`config.mk`:
```
export PLATFORM = sky130hd
export DESIGN_NAME = p_persistent_channel_access
export DESIGN_NICKNAME = d
export VERILOG_FILES = /design/src/hw/rtl/pca_pkg.sv /design/src/hw/rtl/pca_cfg.sv /design/src/hw/rtl/pca_core.sv /design/src/hw/rtl/p_persistent_channel_access.sv
export SDC_FILE = /design/constraint.sdc
export NUM_CORES = 1
export LEC_CHECK = 0
export BUFFER_PORTS_ARGS = -buffer_cell sky130_fd_sc_hd__buf_4
export CORE_MARGIN = 3
export CORE_UTILIZATION = 58
export CTS_BUF_LIST = sky130_fd_sc_hd__clkbuf_8 sky130_fd_sc_hd__clkbuf_16
export DETAILED_ROUTE_END_ITERATION = 7
export GPL_ROUTABILITY_DRIVEN = 0
export HOLD_SLACK_MARGIN = 0.08
export PLACE_DENSITY_LB_ADDON = 0.05
export SKIP_CTS_REPAIR_TIMING = 1
export SLEW_MARGIN = 25
export SYNTH_ARGS = -nofsm -noshare
export SYNTH_HDL_FRONTEND = slang
export SYNTH_SLANG_ARGS = --single-unit
```
`constraint.sdc`:
```
create_clock -name clk -period 2.31 [get_ports clk]
set_input_delay 0.1155 -clock clk [delete_from_list [all_inputs] [get_ports clk]]
set_output_delay 0.1155 -clock clk [all_outputs]
set_load 0.02 [all_outputs]
```
`src/hw/rtl/pca_pkg.sv`:
```
package pca_pkg;

  localparam int TIMEOUT_CHECKS = 6000;
  localparam int CNT_W          = 13;
  localparam int TMR_W          = 8;
  localparam int PH_W           = 3;
  localparam int CFG_IDX_W      = 2;
  localparam int CFG_DATA_W     = 8;
  localparam int IN_DATA_W      = 16;
  localparam int OUT_DATA_W     = 8;

  localparam logic [CFG_IDX_W-1:0] CFG_SLOT_TIME   = 2'd0;
  localparam logic [CFG_IDX_W-1:0] CFG_PERSISTENCE = 2'd1;
  localparam logic [CFG_IDX_W-1:0] CFG_DEAF_WAIT   = 2'd2;
  localparam logic [CFG_IDX_W-1:0] CFG_FULL_DUPLEX = 2'd3;

  localparam logic [7:0] SLOT_TIME_RST   = 8'd10;
  localparam logic [7:0] PERSISTENCE_RST = 8'd63;
  localparam logic [7:0] DEAF_WAIT_RST   = 8'd0;

  typedef struct packed {
    logic [7:0] slot_time;
    logic [7:0] persistence;
    logic [7:0] deaf_wait;
    logic       full_duplex;
  } pca_cfg_t;

  typedef struct packed {
    logic [7:0] random_byte;
    logic       device_free;
    logic       high_priority_waiting;
    logic       carrier_detect;
    logic       request;
  } pca_item_t;

  typedef struct packed {
    logic [PH_W-1:0] phase;
    logic            timed_out;
    logic            grant;
  } pca_res_t;

endpackage

```
`src/hw/rtl/pca_cfg.sv`:
```
module pca_cfg import pca_pkg::*; (
  input  logic                  clk,
  input  logic                  rst_n,
  input  logic                  cfg_wr_en,
  input  logic [CFG_IDX_W-1:0]  cfg_index,
  input  logic [CFG_DATA_W-1:0] cfg_wdata,
  output pca_cfg_t              cfg
);

  pca_cfg_t cfg_r;

  always_ff @(posedge clk) begin
    if (!rst_n) begin
      cfg_r.slot_time   <= SLOT_TIME_RST;
      cfg_r.persistence <= PERSISTENCE_RST;
      cfg_r.deaf_wait   <= DEAF_WAIT_RST;
      cfg_r.full_duplex <= 1'b0;
    end else if (cfg_wr_en) begin
      case (cfg_index)
        CFG_SLOT_TIME:   cfg_r.slot_time   <= cfg_wdata;
        CFG_PERSISTENCE: cfg_r.persistence <= cfg_wdata;
        CFG_DEAF_WAIT:   cfg_r.deaf_wait   <= cfg_wdata;
        CFG_FULL_DUPLEX: cfg_r.full_duplex <= cfg_wdata[0];
        default: ;
      endcase
    end
  end

  assign cfg = cfg_r;

endmodule

```
`src/hw/rtl/pca_core.sv`:
```
module pca_core import pca_pkg::*; (
  input  logic      clk,
  input  logic      rst_n,
  input  logic      fire,
  input  pca_item_t item,
  input  pca_cfg_t  cfg,
  output pca_res_t  res
);

  typedef enum logic [PH_W-1:0] {
    PH_IDLE    = 3'd0,
    PH_CARRIER = 3'd1,
    PH_DEAF    = 3'd2,
    PH_SLOT    = 3'd3,
    PH_DEVICE  = 3'd4
  } phase_t;

  phase_t             ph_r, ph_nxt;
  logic [CNT_W-1:0]   cnt_r, cnt_nxt;
  logic [TMR_W-1:0]   tmr_r, tmr_nxt;
  logic               grant, tout;
  logic [TMR_W-1:0]   slot_load;
  logic               expired;

  assign slot_load = (cfg.slot_time == '0) ? TMR_W'(1) : cfg.slot_time;
  assign expired   = (cnt_r >= CNT_W'(TIMEOUT_CHECKS));

  always_comb begin
    ph_nxt  = ph_r;
    cnt_nxt = cnt_r;
    tmr_nxt = tmr_r;
    grant   = 1'b0;
    tout    = 1'b0;
    case (ph_r)
      PH_IDLE: begin
        if (item.request) begin
          cnt_nxt = '0;
          tmr_nxt = '0;
          if (cfg.full_duplex) begin
            if (item.device_free) begin
              grant = 1'b1;
            end else begin
              ph_nxt = PH_DEVICE;
            end
          end else if (item.carrier_detect) begin
            ph_nxt = PH_CARRIER;
          end else if (cfg.deaf_wait != '0) begin
            ph_nxt  = PH_DEAF;
            tmr_nxt = cfg.deaf_wait;
          end else if (item.high_priority_waiting) begin
            if (item.device_free) begin
              grant = 1'b1;
            end else begin
              ph_nxt = PH_DEVICE;
            end
          end else begin
            ph_nxt  = PH_SLOT;
            tmr_nxt = slot_load;
          end
        end
      end
      PH_CARRIER: begin
        if (expired) begin
          tout   = 1'b1;
          ph_nxt = PH_IDLE;
        end else begin
          cnt_nxt = cnt_r + CNT_W'(1);
          if (item.carrier_detect) begin
            ph_nxt = PH_CARRIER;
          end else if (cfg.deaf_wait != '0) begin
            ph_nxt  = PH_DEAF;
            tmr_nxt = cfg.deaf_wait;
          end else if (item.high_priority_waiting) begin
            if (item.device_free) begin
              grant  = 1'b1;
              ph_nxt = PH_IDLE;
            end else begin
              ph_nxt = PH_DEVICE;
            end
          end else begin
            ph_nxt  = PH_SLOT;
            tmr_nxt = slot_load;
          end
        end
      end
      PH_DEAF, PH_SLOT: begin
        if (tmr_r > TMR_W'(1)) begin
          tmr_nxt = tmr_r - TMR_W'(1);
        end else begin
          tmr_nxt = '0;
          if (item.carrier_detect) begin
            ph_nxt = PH_CARRIER;
          end else if (item.high_priority_waiting ||
                       (ph_r == PH_SLOT && item.random_byte <= cfg.persistence)) begin
            if (item.device_free) begin
              grant  = 1'b1;
              ph_nxt = PH_IDLE;
            end else begin
              ph_nxt = PH_DEVICE;
            end
          end else begin
            ph_nxt  = PH_SLOT;
            tmr_nxt = slot_load;
          end
        end
      end
      PH_DEVICE: begin
        if (expired) begin
          tout   = 1'b1;
          ph_nxt = PH_IDLE;
        end else begin
          cnt_nxt = cnt_r + CNT_W'(1);
          if (item.device_free) begin
            grant  = 1'b1;
            ph_nxt = PH_IDLE;
          end
        end
      end
      default: ph_nxt = PH_IDLE;
    endcase
  end

  always_ff @(posedge clk) begin
    if (!rst_n) begin
      ph_r  <= PH_IDLE;
      cnt_r <= '0;
      tmr_r <= '0;
    end else if (fire) begin
      ph_r  <= ph_nxt;
      cnt_r <= cnt_nxt;
      tmr_r <= tmr_nxt;
    end
  end

  assign res.grant     = grant;
  assign res.timed_out = tout;
  assign res.phase     = ph_nxt;

  a_grant_idle: assert property (@(posedge clk) disable iff (!rst_n)
    (fire && (grant || tout)) |=> (ph_r == PH_IDLE))
    else $error("grant or timeout not followed by idle");

  a_cnt_bound: assert property (@(posedge clk) disable iff (!rst_n)
    cnt_r <= CNT_W'(TIMEOUT_CHECKS))
    else $error("check count past timeout limit");

  a_tmr_live: assert property (@(posedge clk) disable iff (!rst_n)
    (ph_r == PH_DEAF || ph_r == PH_SLOT) |-> (tmr_r != '0))
    else $error("timer zero in a timed wait");

  a_hold: assert property (@(posedge clk) disable iff (!rst_n)
    !fire |=> ($stable(ph_r) && $stable(cnt_r) && $stable(tmr_r)))
    else $error("state moved without an item");

  a_excl: assert property (@(posedge clk) disable iff (!rst_n)
    fire |-> !(grant && tout))
    else $error("grant and timeout together");

endmodule

```
`src/hw/rtl/p_persistent_channel_access.sv`:
```
// p-persistent channel access controller for one radio channel.
// in channel: one item per 10 ms tick carrying the request, carrier detect,
//   high priority flag, device free flag and a random byte.
// out channel: one result per tick with grant, timed_out and the phase
//   after that tick (0 idle, 1 carrier wait, 2 deaf wait, 3 slot wait,
//   4 device wait).
// cfg port: write-only registers slot_time, persistence, deaf_wait,
//   full_duplex at indexes 0..3; write only while no item is in flight.
// path: an accepted item waits in the input register, and its result is
//   captured in the result register, from which it leaves.
// throughput: one item per cycle if out_tready is high; the tick update is
//   one pass of logic between the input register and the result register.
// reset: phase idle, counters cleared, registers at their defaults,
//   both pipeline stages empty.
// stall: while out_tready is low and a result waits, the result register
//   holds; an empty input register takes one item, then in_tready drops.
module p_persistent_channel_access import pca_pkg::*; (
  input  logic                  clk,
  input  logic                  rst_n,
  input  logic                  in_tvalid,
  output logic                  in_tready,
  // request, carrier_detect, high_priority_waiting, device_free,
  // random_byte[7:0], zero fill
  input  logic [IN_DATA_W-1:0]  in_tdata,
  output logic                  out_tvalid,
  input  logic                  out_tready,
  // grant, timed_out, phase[2:0], zero fill
  output logic [OUT_DATA_W-1:0] out_tdata,
  input  logic                  cfg_wr_en,
  input  logic [CFG_IDX_W-1:0]  cfg_index,
  input  logic [CFG_DATA_W-1:0] cfg_wdata
);

  pca_cfg_t  cfg;
  pca_item_t item_r;
  pca_res_t  res, res_r;
  logic      v1_r, v2_r;
  logic      adv2, fire;

  pca_cfg u_cfg (
    .clk       (clk),
    .rst_n     (rst_n),
    .cfg_wr_en (cfg_wr_en),
    .cfg_index (cfg_index),
    .cfg_wdata (cfg_wdata),
    .cfg       (cfg)
  );

  assign adv2      = !v2_r || out_tready;
  assign fire      = v1_r && adv2;
  assign in_tready = !v1_r || adv2;

  always_ff @(posedge clk) begin
    if (!rst_n) begin
      v1_r <= 1'b0;
      v2_r <= 1'b0;
    end else begin
      if (in_tready) begin
        v1_r <= in_tvalid;
      end
      if (adv2) begin
        v2_r <= v1_r;
      end
    end
  end

  always_ff @(posedge clk) begin
    if (in_tvalid && in_tready) begin
      item_r <= in_tdata[$bits(pca_item_t)-1:0];
    end
    if (fire) begin
      res_r <= res;
    end
  end

  pca_core u_core (
    .clk   (clk),
    .rst_n (rst_n),
    .fire  (fire),
    .item  (item_r),
    .cfg   (cfg),
    .res   (res)
  );

  assign out_tvalid = v2_r;
  assign out_tdata  = {{(OUT_DATA_W - $bits(pca_res_t)){1'b0}}, res_r};

endmodule
```
==> impl_metrics.env, run 1 <==
export IMPL_status="finished, final reports clean"
export IMPL_first_pass_iters=4
export IMPL_ys_seq_area_share_pct=42.8
export IMPL_synth_seq_cells=68
export IMPL_start_util_pct=62.3
export IMPL_chipWidth_um=84.5
export IMPL_syn2layout_area_growth_pct=22.4
export IMPL_crit_buf_inv=0
export IMPL_vdd_ir_drop_max_v=0.000816
export IMPL_overflow=0
export IMPL_total_leakage_power_nw=1.73
export IMPL_num_antenna_cells=0
export IMPL_final_hold_violation_count=0
export IMPL_crit_required_ps=2560
export IMPL_tightest_slew_ps=624
export IMPL_cp_slowest_stage_delay_ps=470
export IMPL_netlist_top_cells_area="dfxtp_1 29%, edfxtp_1 14%, mux2i_1 4.8%"
export IMPL_via_count=3141
export IMPL_ys_flop_type="dfxtp_1"
export IMPL_layoutNonFillerInstCount=530
export IMPL_synth_async_reset_ratio_pct=0
export IMPL_layout_commonest_cell="dfxtp_1"
export IMPL_port_buffers=33
export IMPL_fin_nets=496
export IMPL_row_count=27
export IMPL_rsz0062_at_grt="yes"
export IMPL_drt_iter0_drc=208
export IMPL_max_cap_viol_count=0
export IMPL_crit_type="flop to flop"
export IMPL_antenna_found_initial=0
export IMPL_critPathLaunchType="flop"
export IMPL_avgViaCountPerCell=5.93
export IMPL_synth_cell_types=62
export IMPL_drc=0
export IMPL_worstSkewPairLatency_ps=360
export IMPL_ant_nets=0
export IMPL_yosysTopAreaCellShare_pct=28.6
export IMPL_p_per_area_mw_per_mm2=668
export IMPL_grt_first_pass_wirelength_um=14000
export IMPL_cts_clk_slew_worst_paths_ps=70
export IMPL_routedWlPerCell_um=16.1
export IMPL_final_max_slew_violation_count=0
export IMPL_grt_total_usage_pct=24.2
export IMPL_fin_skew_ps=5.92
export IMPL_syn_avg_cell_area_um2=9.10
export IMPL_dieArea_mm2=0.00714
export IMPL_yosys_warnings=0
export IMPL_synthCells=393
export IMPL_crit_family="compound AO/OA/AOI/OAI gates"
export IMPL_total_power_mw=2.92
export IMPL_fin_crit_ps=2140
export IMPL_crit_slowest_cell="a2111oi_2"
export IMPL_cts_root_buf="clkbuf_8"
export IMPL_finalCritPeriodShare_pct=92.7
export IMPL_drive_gt1_share_pct=17.2
export IMPL_fmax_mhz=467
export IMPL_detailed_place_hpwl_um=5980
export IMPL_core_area_mm2=0.00574
export IMPL_cts_max_level=3
export IMPL_dpl_cell_count=493
export IMPL_yosys_area_top_type="dfxtp_1"
export IMPL_max_slew_margin_pct=58.3
export IMPL_hold_class="input port to flop"
export IMPL_grt_pass1_vias=2834
export IMPL_critPathCaptureType="flop"
export IMPL_cts_tree="yes"
export IMPL_setup_violations=0
export IMPL_die_h_um=84.5
export IMPL_worstPathArrival_ps=2390
export IMPL_finalWirelength_um=8560
export IMPL_synthesis_area_mm2=0.00358
export IMPL_cts_sinks=68
export IMPL_cp_max_fo=8
export IMPL_crit_path_cell_trace="o21bai_1 -> a2111oi_2 -> a21bo_1 -> nor4_4 -> a31o_2 -> a21oi_1"
export IMPL_final_cell_mix="51 x dfxtp_1, 46 x buf_4, 28 x nand2_1"
export IMPL_ios=41
export IMPL_numCtsBuffers=9
export IMPL_cts_path_max_buffers=2
export IMPL_grt_start_max_net_pins=42
export IMPL_synth_edff_count=17
## registers in the layout, indices dropped and copies added, names as in the netlist
name and cells:
out_tvalid 1, u_core.ph_r 3, item_r 12, u_cfg.cfg 25, u_core.cnt_r 13, v1_r 1
u_core.tmr_r 8, out_tdata 5
## power breakdown
group,internal (mW),switching (mW),leakage [nW]
Combinational,0.233,0.272,1.04
Clock,0.613,0.487,0.106
Sequential,1.27,0.0472,0.579
## routing by layer
layer / up-vias / routed length (um) / GRT usage (%)
met5: - / 0 / 0
met1: 1498 / 3940 / 33.3
met4: 0 / 123 / 7.19
met3: 14 / 428 / 5.99
li1: 1535 / - / -
met2: 94 / 4060 / 37.7
## worst register-to-register path, delay by kind of cell, from the launching register on
kind / cells / cell delay, ps
AO/OA/AOI/OAI: 5 / 1220
flip-flops: 1 / 430
AND/OR/NAND/NOR: 1 / 390
## cell families after synthesis
group           Yosys count  share of synthesized area (%)
xor+xnor                 12                           2.94
mux                      18                           5.07
flops                    68                           42.8
fa+ha+maj                12                           4.20
other cells               1                          0.105
buf+inv                  39                           4.65
simple gates            133                           20.2
compound gates          110                           20.0
## worst paths after layout
path | startpoint | slack (ps) | end | cells after the start
setup / recovery | item_r[0]$_DFFE_PP_ | 170 | u_core.cnt_r[9]$_SDFFE_PN0P_ | 6
hold / removal | rst_n | 110 | u_cfg.cfg[18]$_SDFFE_PN1P_ | 2
setup reg to reg | item_r[0]$_DFFE_PP_ | 170 | u_core.cnt_r[9]$_SDFFE_PN0P_ | 6
hold reg to reg | u_cfg.cfg[16]$_SDFFE_PN0P_ | 470 | u_cfg.cfg[16]$_SDFFE_PN0P_ | 2
## cell type report
class	count	area, um2
inverter	19	71.3
multi-input combinational	288	1910
tap	72	90.1
clock inverter	7	98.8
clock buffer	9	124
fill	410	1370
timing repair buffer	67	556
sequential	68	1530
## synthesized netlist by cell type, types with 4 or more instances
master	n
nor2_1	27
nand4_1	5
o21a_1	7
nor3_1	7
dfxtp_1	51
mux2i_1	17
o21ai_0	24
and2_1	5
xnor2_1	10
a21oi_1	27
ha_1	12
a21boi_0	4
nor4_1	5
nand2_1	28
clkbuf_1	13
a31oi_1	14
inv_1	19
or2_2	4
nand2b_1	5
o211ai_1	7
edfxtp_1	17
nor2b_1	20
nand3_1	13
## through the flow
stage          area, um2  hold WS (ps)  setup slack, ps  setup TNS [ps]  utilization (%)
6_report            4380           115              168               0             76.2
5_1_grt             4380           127            -25.2           -30.3             76.2
4_1_cts             4150         -86.3              116               0             72.2
3_5_place_dp        3920           295              162               0             68.3
3_3_place_gp        3920           294              196               0             68.3
2_1_floorplan       3580           214              325               0                -
(Power assumes the default switching activity.)
==> run 2: changes to the inputs <==
Settings changed: CORE_UTILIZATION 58 to 48.
Clock period 2.31 ns to 2.6 ns, I/O delays scaled along.
==> run 2 against run 1 <==
  * Non-clock buffer count down 3
  * Via count down 2.1%
  * Sequential power is 11% lower
  * Sequential share of layout area increased by 0.69 points
  * Die area is 19% higher
  * Critical path depth increased by 1
  * Total power down 21%
  * Worst hold slack lost 33 ps
  * Register-to-register slack better by 130 ps
  * Critical endpoint is now out_tdata[0]$_DFFE_PP_
==> impl_metrics.env, run 2 (synthesis results as in run 1) <==
export IMPL_hp_start="cfg_wdata[6]"
export IMPL_grt_pass1_vias=2693
export IMPL_grt_total_usage_pct=19.6
export IMPL_row_count=30
export IMPL_overflow=0
export IMPL_cts_max_level=3
export IMPL_vdd_ir_drop_max_v=0.000297
export IMPL_grt_start_max_net_pins=42
export IMPL_layoutNonFillerInstCount=551
export IMPL_finalWirelength_um=8190
export IMPL_avgViaCountPerCell=5.58
export IMPL_core_area_mm2=0.00702
export IMPL_ant_nets=0
export IMPL_detailed_place_hpwl_um=5850
export IMPL_cts_tree="yes"
export IMPL_largest_register_ffs=25
export IMPL_r2r_slack_ps=300
export IMPL_total_leakage_power_nw=1.70
export IMPL_worstPathArrival_ps=2520
export IMPL_numCtsBuffers=9
export IMPL_layout_commonest_cell="dfxtp_1"
export IMPL_rsz0062_at_grt="no"
export IMPL_port_buffers=33
export IMPL_cp_slowest_stage_delay_ps=430
export IMPL_fin_skew_ps=8.57
export IMPL_cts_path_max_buffers=2
export IMPL_ios=41
export IMPL_hold_ws_ps=82.2
export IMPL_r2r_end="out_tdata[0]$_DFFE_PP_"
export IMPL_fin_crit_ps=2300
export IMPL_crit_path_cell_trace="ha_1 -> nand4_1 -> o21ai_1 -> nand3_1 -> o41ai_1 -> buf_4 -> and2_1"
export IMPL_final_hold_violation_count=0
export IMPL_finalCritPeriodShare_pct=88.5
export IMPL_first_pass_iters=5
export IMPL_critPathLaunchType="flop"
export IMPL_max_slew_margin_pct=45.3
export IMPL_final_max_slew_violation_count=0
export IMPL_worstSkewPairLatency_ps=350
export IMPL_fin_nets=493
export IMPL_status="finished, final reports clean"
export IMPL_drive_gt1_share_pct=15.4
export IMPL_chipWidth_um=92.3
export IMPL_drt_iter0_drc=126
export IMPL_dpl_cell_count=515
export IMPL_reg2reg_depth=7
export IMPL_crit_slowest_cell="o21ai_1"
export IMPL_max_cap_viol_count=0
export IMPL_fillers=621
export IMPL_crit_required_ps=2820
export IMPL_min_to="u_cfg.cfg[7]$_SDFFE_PN0P_"
export IMPL_utilization_pct=61.2
export IMPL_critical_path_reg2reg_startpoint="item_r[11]$_DFFE_PP_"
export IMPL_tns_ps=0
export IMPL_syn2layout_area_growth_pct=20.0
export IMPL_drc=0
export IMPL_fmax_mhz=435
export IMPL_holdPathStages=3
export IMPL_final_cell_mix="51 x dfxtp_1, 44 x buf_4, 28 x nand2_1"
export IMPL_critPathCaptureType="flop"
export IMPL_cts_sinks=68
export IMPL_p_per_area_mw_per_mm2=538
export IMPL_crit_type="flop to flop"
export IMPL_routedWlPerCell_um=14.9
export IMPL_setup_violations=0
export IMPL_num_antenna_cells=0
export IMPL_antenna_found_initial=0
export IMPL_die_h_um=92.3
export IMPL_hold_class="input port to flop"
export IMPL_grt_first_pass_wirelength_um=13200
export IMPL_cp_max_fo=6
export IMPL_cts_clk_slew_worst_paths_ps=70
export IMPL_cts_root_buf="clkbuf_8"
export IMPL_via_count=3076
export IMPL_dieArea_mm2=0.00852
export IMPL_tightest_slew_ps=817
export IMPL_start_util_pct=50.9
==> run 2: cell count changes in the layout (fill, tap and decap cells not counted), sizes merged <==
cell | before | now
buf | 46 | 44
bufinv | 2 | 0
clkinv | 1 | 3
clkinvlp | 2 | 0
dlygate4sd3 | 21 | 20
inv | 21 | 23
==> run 2: per-layer routing <==
layer	vias up	part of all wire (%)	track usage [%]
li1	1528	-	-
met1	1465	46	26.1
met2	72	49	31.4
met3	11	3.9	4.31
met4	0	1.5	6.68
met5	-	0	0
==> run 2: metrics by stage <==
| step | power [mW] | instance area, um2 | setup slack (ps) |
|---|---|---|---|
| after floorplan | 1.47 | 3580 | 615 |
| after global placement | 1.59 | 3940 | 355 |
| after detailed placement | 1.60 | 3940 | 311 |
| after CTS | 2.31 | 4090 | 299 |
| after global routing | 2.43 | 4290 | 135 |
| final | 2.31 | 4290 | 299 |
==> run 2: area by class of cell <==
type	count	area [um2]	area share, %
sequential	68	1530	35.7
inverter	19	71.3	1.66
tap	96	120	2.80
timing repair buffer	64	531	12.4
multi-input combinational	288	1890	43.9
clock buffer	9	124	2.89
clock inverter	7	30.0	0.700
==> run 2: worst max path at each step <==
| stage | start | endpoint | slack [ps] |
|---|---|---|---|
| 2_1_floorplan | u_core.tmr_r[0]$_SDFFE_PN0P_ | out_tdata[0]$_DFFE_PP_ | 620 |
| 3_3_place_gp | item_r[11]$_DFFE_PP_ | out_tdata[0]$_DFFE_PP_ | 350 |
| 3_5_place_dp | item_r[11]$_DFFE_PP_ | out_tdata[0]$_DFFE_PP_ | 310 |
| 4_1_cts | item_r[11]$_DFFE_PP_ | out_tdata[0]$_DFFE_PP_ | 300 |
| 5_1_grt | item_r[11]$_DFFE_PP_ | out_tdata[0]$_DFFE_PP_ | 130 |
| 6_report | item_r[11]$_DFFE_PP_ | out_tdata[0]$_DFFE_PP_ | 300 |
==> run 2: worst max-delay path: cells and delay by family (launching register included) <==
family                     cells  cell delay (ps)
AOI/OAI and AO/OA              2              790
and+or+nand+nor                3              490
DFF                            1              380
adders and majority gates      1              330
buffers and inverters          1              190
==> run 2: power breakdown <==
part,switching (mW),internal (mW),total [mW]
clock,0.380,0.327,0.706
sequential,0.0399,1.13,1.17
combinational,0.233,0.200,0.433
==> run 3: changes to the inputs <==
Settings changed: CORE_UTILIZATION 48 to 63.
==> run 3 against run 2 <==
  * Count of clock-buffer cells in the layout did not move
  * Final cell count fell by 4.9%
  * Maximum frequency rose by 0.68%
  * Worst hold slack got worse by 5.5 ps
  * Via count rose by 1.9%
  * Critical path type unchanged
  * Largest power group unchanged
  * Highest routed layer unchanged
==> impl_metrics.env, run 3 (synthesis results as in run 1) <==
export IMPL_fmax_mhz=438
export IMPL_cts_max_level=3
export IMPL_reg2reg_depth=7
export IMPL_numCtsBuffers=9
export IMPL_tns_ps=0
export IMPL_layout_setup_ws_ps=315
export IMPL_overflow=0
export IMPL_syn2layout_area_growth_pct=20.4
export IMPL_status="finished, final reports clean"
export IMPL_drt_iter0_drc=175
export IMPL_avgViaCountPerCell=5.98
export IMPL_setup_violations=0
export IMPL_total_leakage_power_nw=1.71
export IMPL_hold_class="input port to flop"
export IMPL_fin_crit_ps=2290
export IMPL_total_power_mw=2.53
export IMPL_finalWirelength_um=8550
export IMPL_antenna_found_initial=0
export IMPL_grt_first_pass_wirelength_um=14100
export IMPL_worstSkewPairLatency_ps=360
export IMPL_num_antenna_cells=0
export IMPL_final_max_slew_violation_count=0
export IMPL_critical_path_reg2reg_startpoint="item_r[5]$_DFFE_PP_"
export IMPL_crit_path_cell_trace="ha_1 -> nor2b_1 -> o211ai_1 -> a211o_1 -> nand3_1 -> o41ai_1 -> and2_1"
export IMPL_critical_path_depth=7
export IMPL_max_slew_margin_pct=59.8
export IMPL_crit_required_ps=2830
export IMPL_rsz0062_at_grt="no"
export IMPL_first_pass_iters=5
export IMPL_dieArea_mm2=0.00662
export IMPL_detailed_place_hpwl_um=5850
export IMPL_largest_register_ffs=25
export IMPL_finalCritPeriodShare_pct=87.9
export IMPL_critPathCaptureType="flop"
export IMPL_start_util_pct=67.4
export IMPL_crit_slowest_cell="o41ai_1"
export IMPL_p_per_area_mw_per_mm2=588
export IMPL_cts_root_buf="clkbuf_8"
export IMPL_chipWidth_um=81.3
export IMPL_grt_start_max_net_pins=42
export IMPL_vdd_ir_drop_max_v=0.000552
export IMPL_layoutNonFillerInstCount=524
export IMPL_r2r_end="out_tdata[4]$_DFFE_PP_"
export IMPL_final_cell_mix="51 x dfxtp_1, 43 x buf_4, 28 x nand2_1"
export IMPL_fin_skew_ps=9.82
export IMPL_dpl_cell_count=488
export IMPL_dp_worst_setup_slack_ps=420
export IMPL_max_cap_viol_count=0
export IMPL_drive_gt1_share_pct=15.6
export IMPL_layout_commonest_cell="dfxtp_1"
export IMPL_row_count=26
export IMPL_fin_nets=492
export IMPL_cts_path_max_buffers=2
export IMPL_critPathLaunchType="flop"
export IMPL_design_area_mm2=0.00431
export IMPL_ant_nets=0
export IMPL_cts_tree="yes"
export IMPL_via_count=3133
export IMPL_utilization_pct=81.2
export IMPL_core_area_mm2=0.00530
export IMPL_cts_sinks=68
export IMPL_grt_total_usage_pct=28.0
export IMPL_crit_family="compound AO/OA/AOI/OAI gates"
export IMPL_cts_clk_slew_worst_paths_ps=70
export IMPL_r2r_slack_ps=310
export IMPL_crit_type="flop to flop"
export IMPL_cp_slowest_stage_delay_ps=520
export IMPL_ios=41
export IMPL_crit_start="item_r[5]$_DFFE_PP_"
export IMPL_crit_buf_inv=0
export IMPL_hold_ws_ps=76.7
export IMPL_worstPathArrival_ps=2510
export IMPL_setup_worst_path_end="out_tdata[4]$_DFFE_PP_"
export IMPL_routedWlPerCell_um=16.3
export IMPL_dpl_cell_area_mm2=0.00390
export IMPL_tightest_slew_ps=603
export IMPL_drc=0
export IMPL_cp_max_fo=6
export IMPL_final_hold_violation_count=0
export IMPL_grt_pass1_vias=2946
export IMPL_die_h_um=81.3
export IMPL_port_buffers=33
-- run 3: worst register-to-register path, cell delays in order (launching register included) --
cell      delay, ps
edfxtp_1        380
ha_1            290
nor2b_1         130
o211ai_1        150
a211o_1         270
nand3_1         190
o41ai_1         520
and2_1          220
-- run 3: area by class of cell --
type                            count  area (um2)
Multi-Input combinational cell    288        1890
Sequential cell                    68        1530
Fill cell                         351         996
Timing Repair Buffer               63         523
Clock buffer                        9         124
Tap cell                           70        87.6
Clock inverter                      7        83.8
Inverter                           19        71.3
-- run 3: worst min-delay path by stage --
stage                  from                          to  slack (ps)  depth (start not counted)
2_1_floorplan   in_tdata[0]         item_r[0]$_DFFE_PP_         230                          0
4_1_cts         in_tdata[9]         item_r[9]$_DFFE_PP_         -70                          1
5_1_grt        cfg_wdata[7]   u_cfg.cfg[8]$_SDFFE_PN0P_         120                          3
6_report       cfg_wdata[7]  u_cfg.cfg[24]$_SDFFE_PN0P_          80                          3
3_3_place_gp    in_tdata[6]         item_r[6]$_DFFE_PP_         310                          1
3_5_place_dp    in_tdata[6]         item_r[6]$_DFFE_PP_         310                          1
-- run 3: report_power, final --
group          internal, mW  total, mW  leakage [nW]  switching, mW
combinational         0.192      0.428          1.02          0.236
clock                 0.530      0.933         0.116          0.403
sequential             1.13       1.17         0.579         0.0410
-- run 3: routing by layer --
metal | vias up | share of wire, % | global-route usage (%)
li1 | 1527 | - | -
met1 | 1475 | 45 | 35.2
met2 | 109 | 48 | 45.9
met3 | 22 | 5.5 | 8.54
met4 | 0 | 2.2 | 8.78
met5 | - | 0 | 0
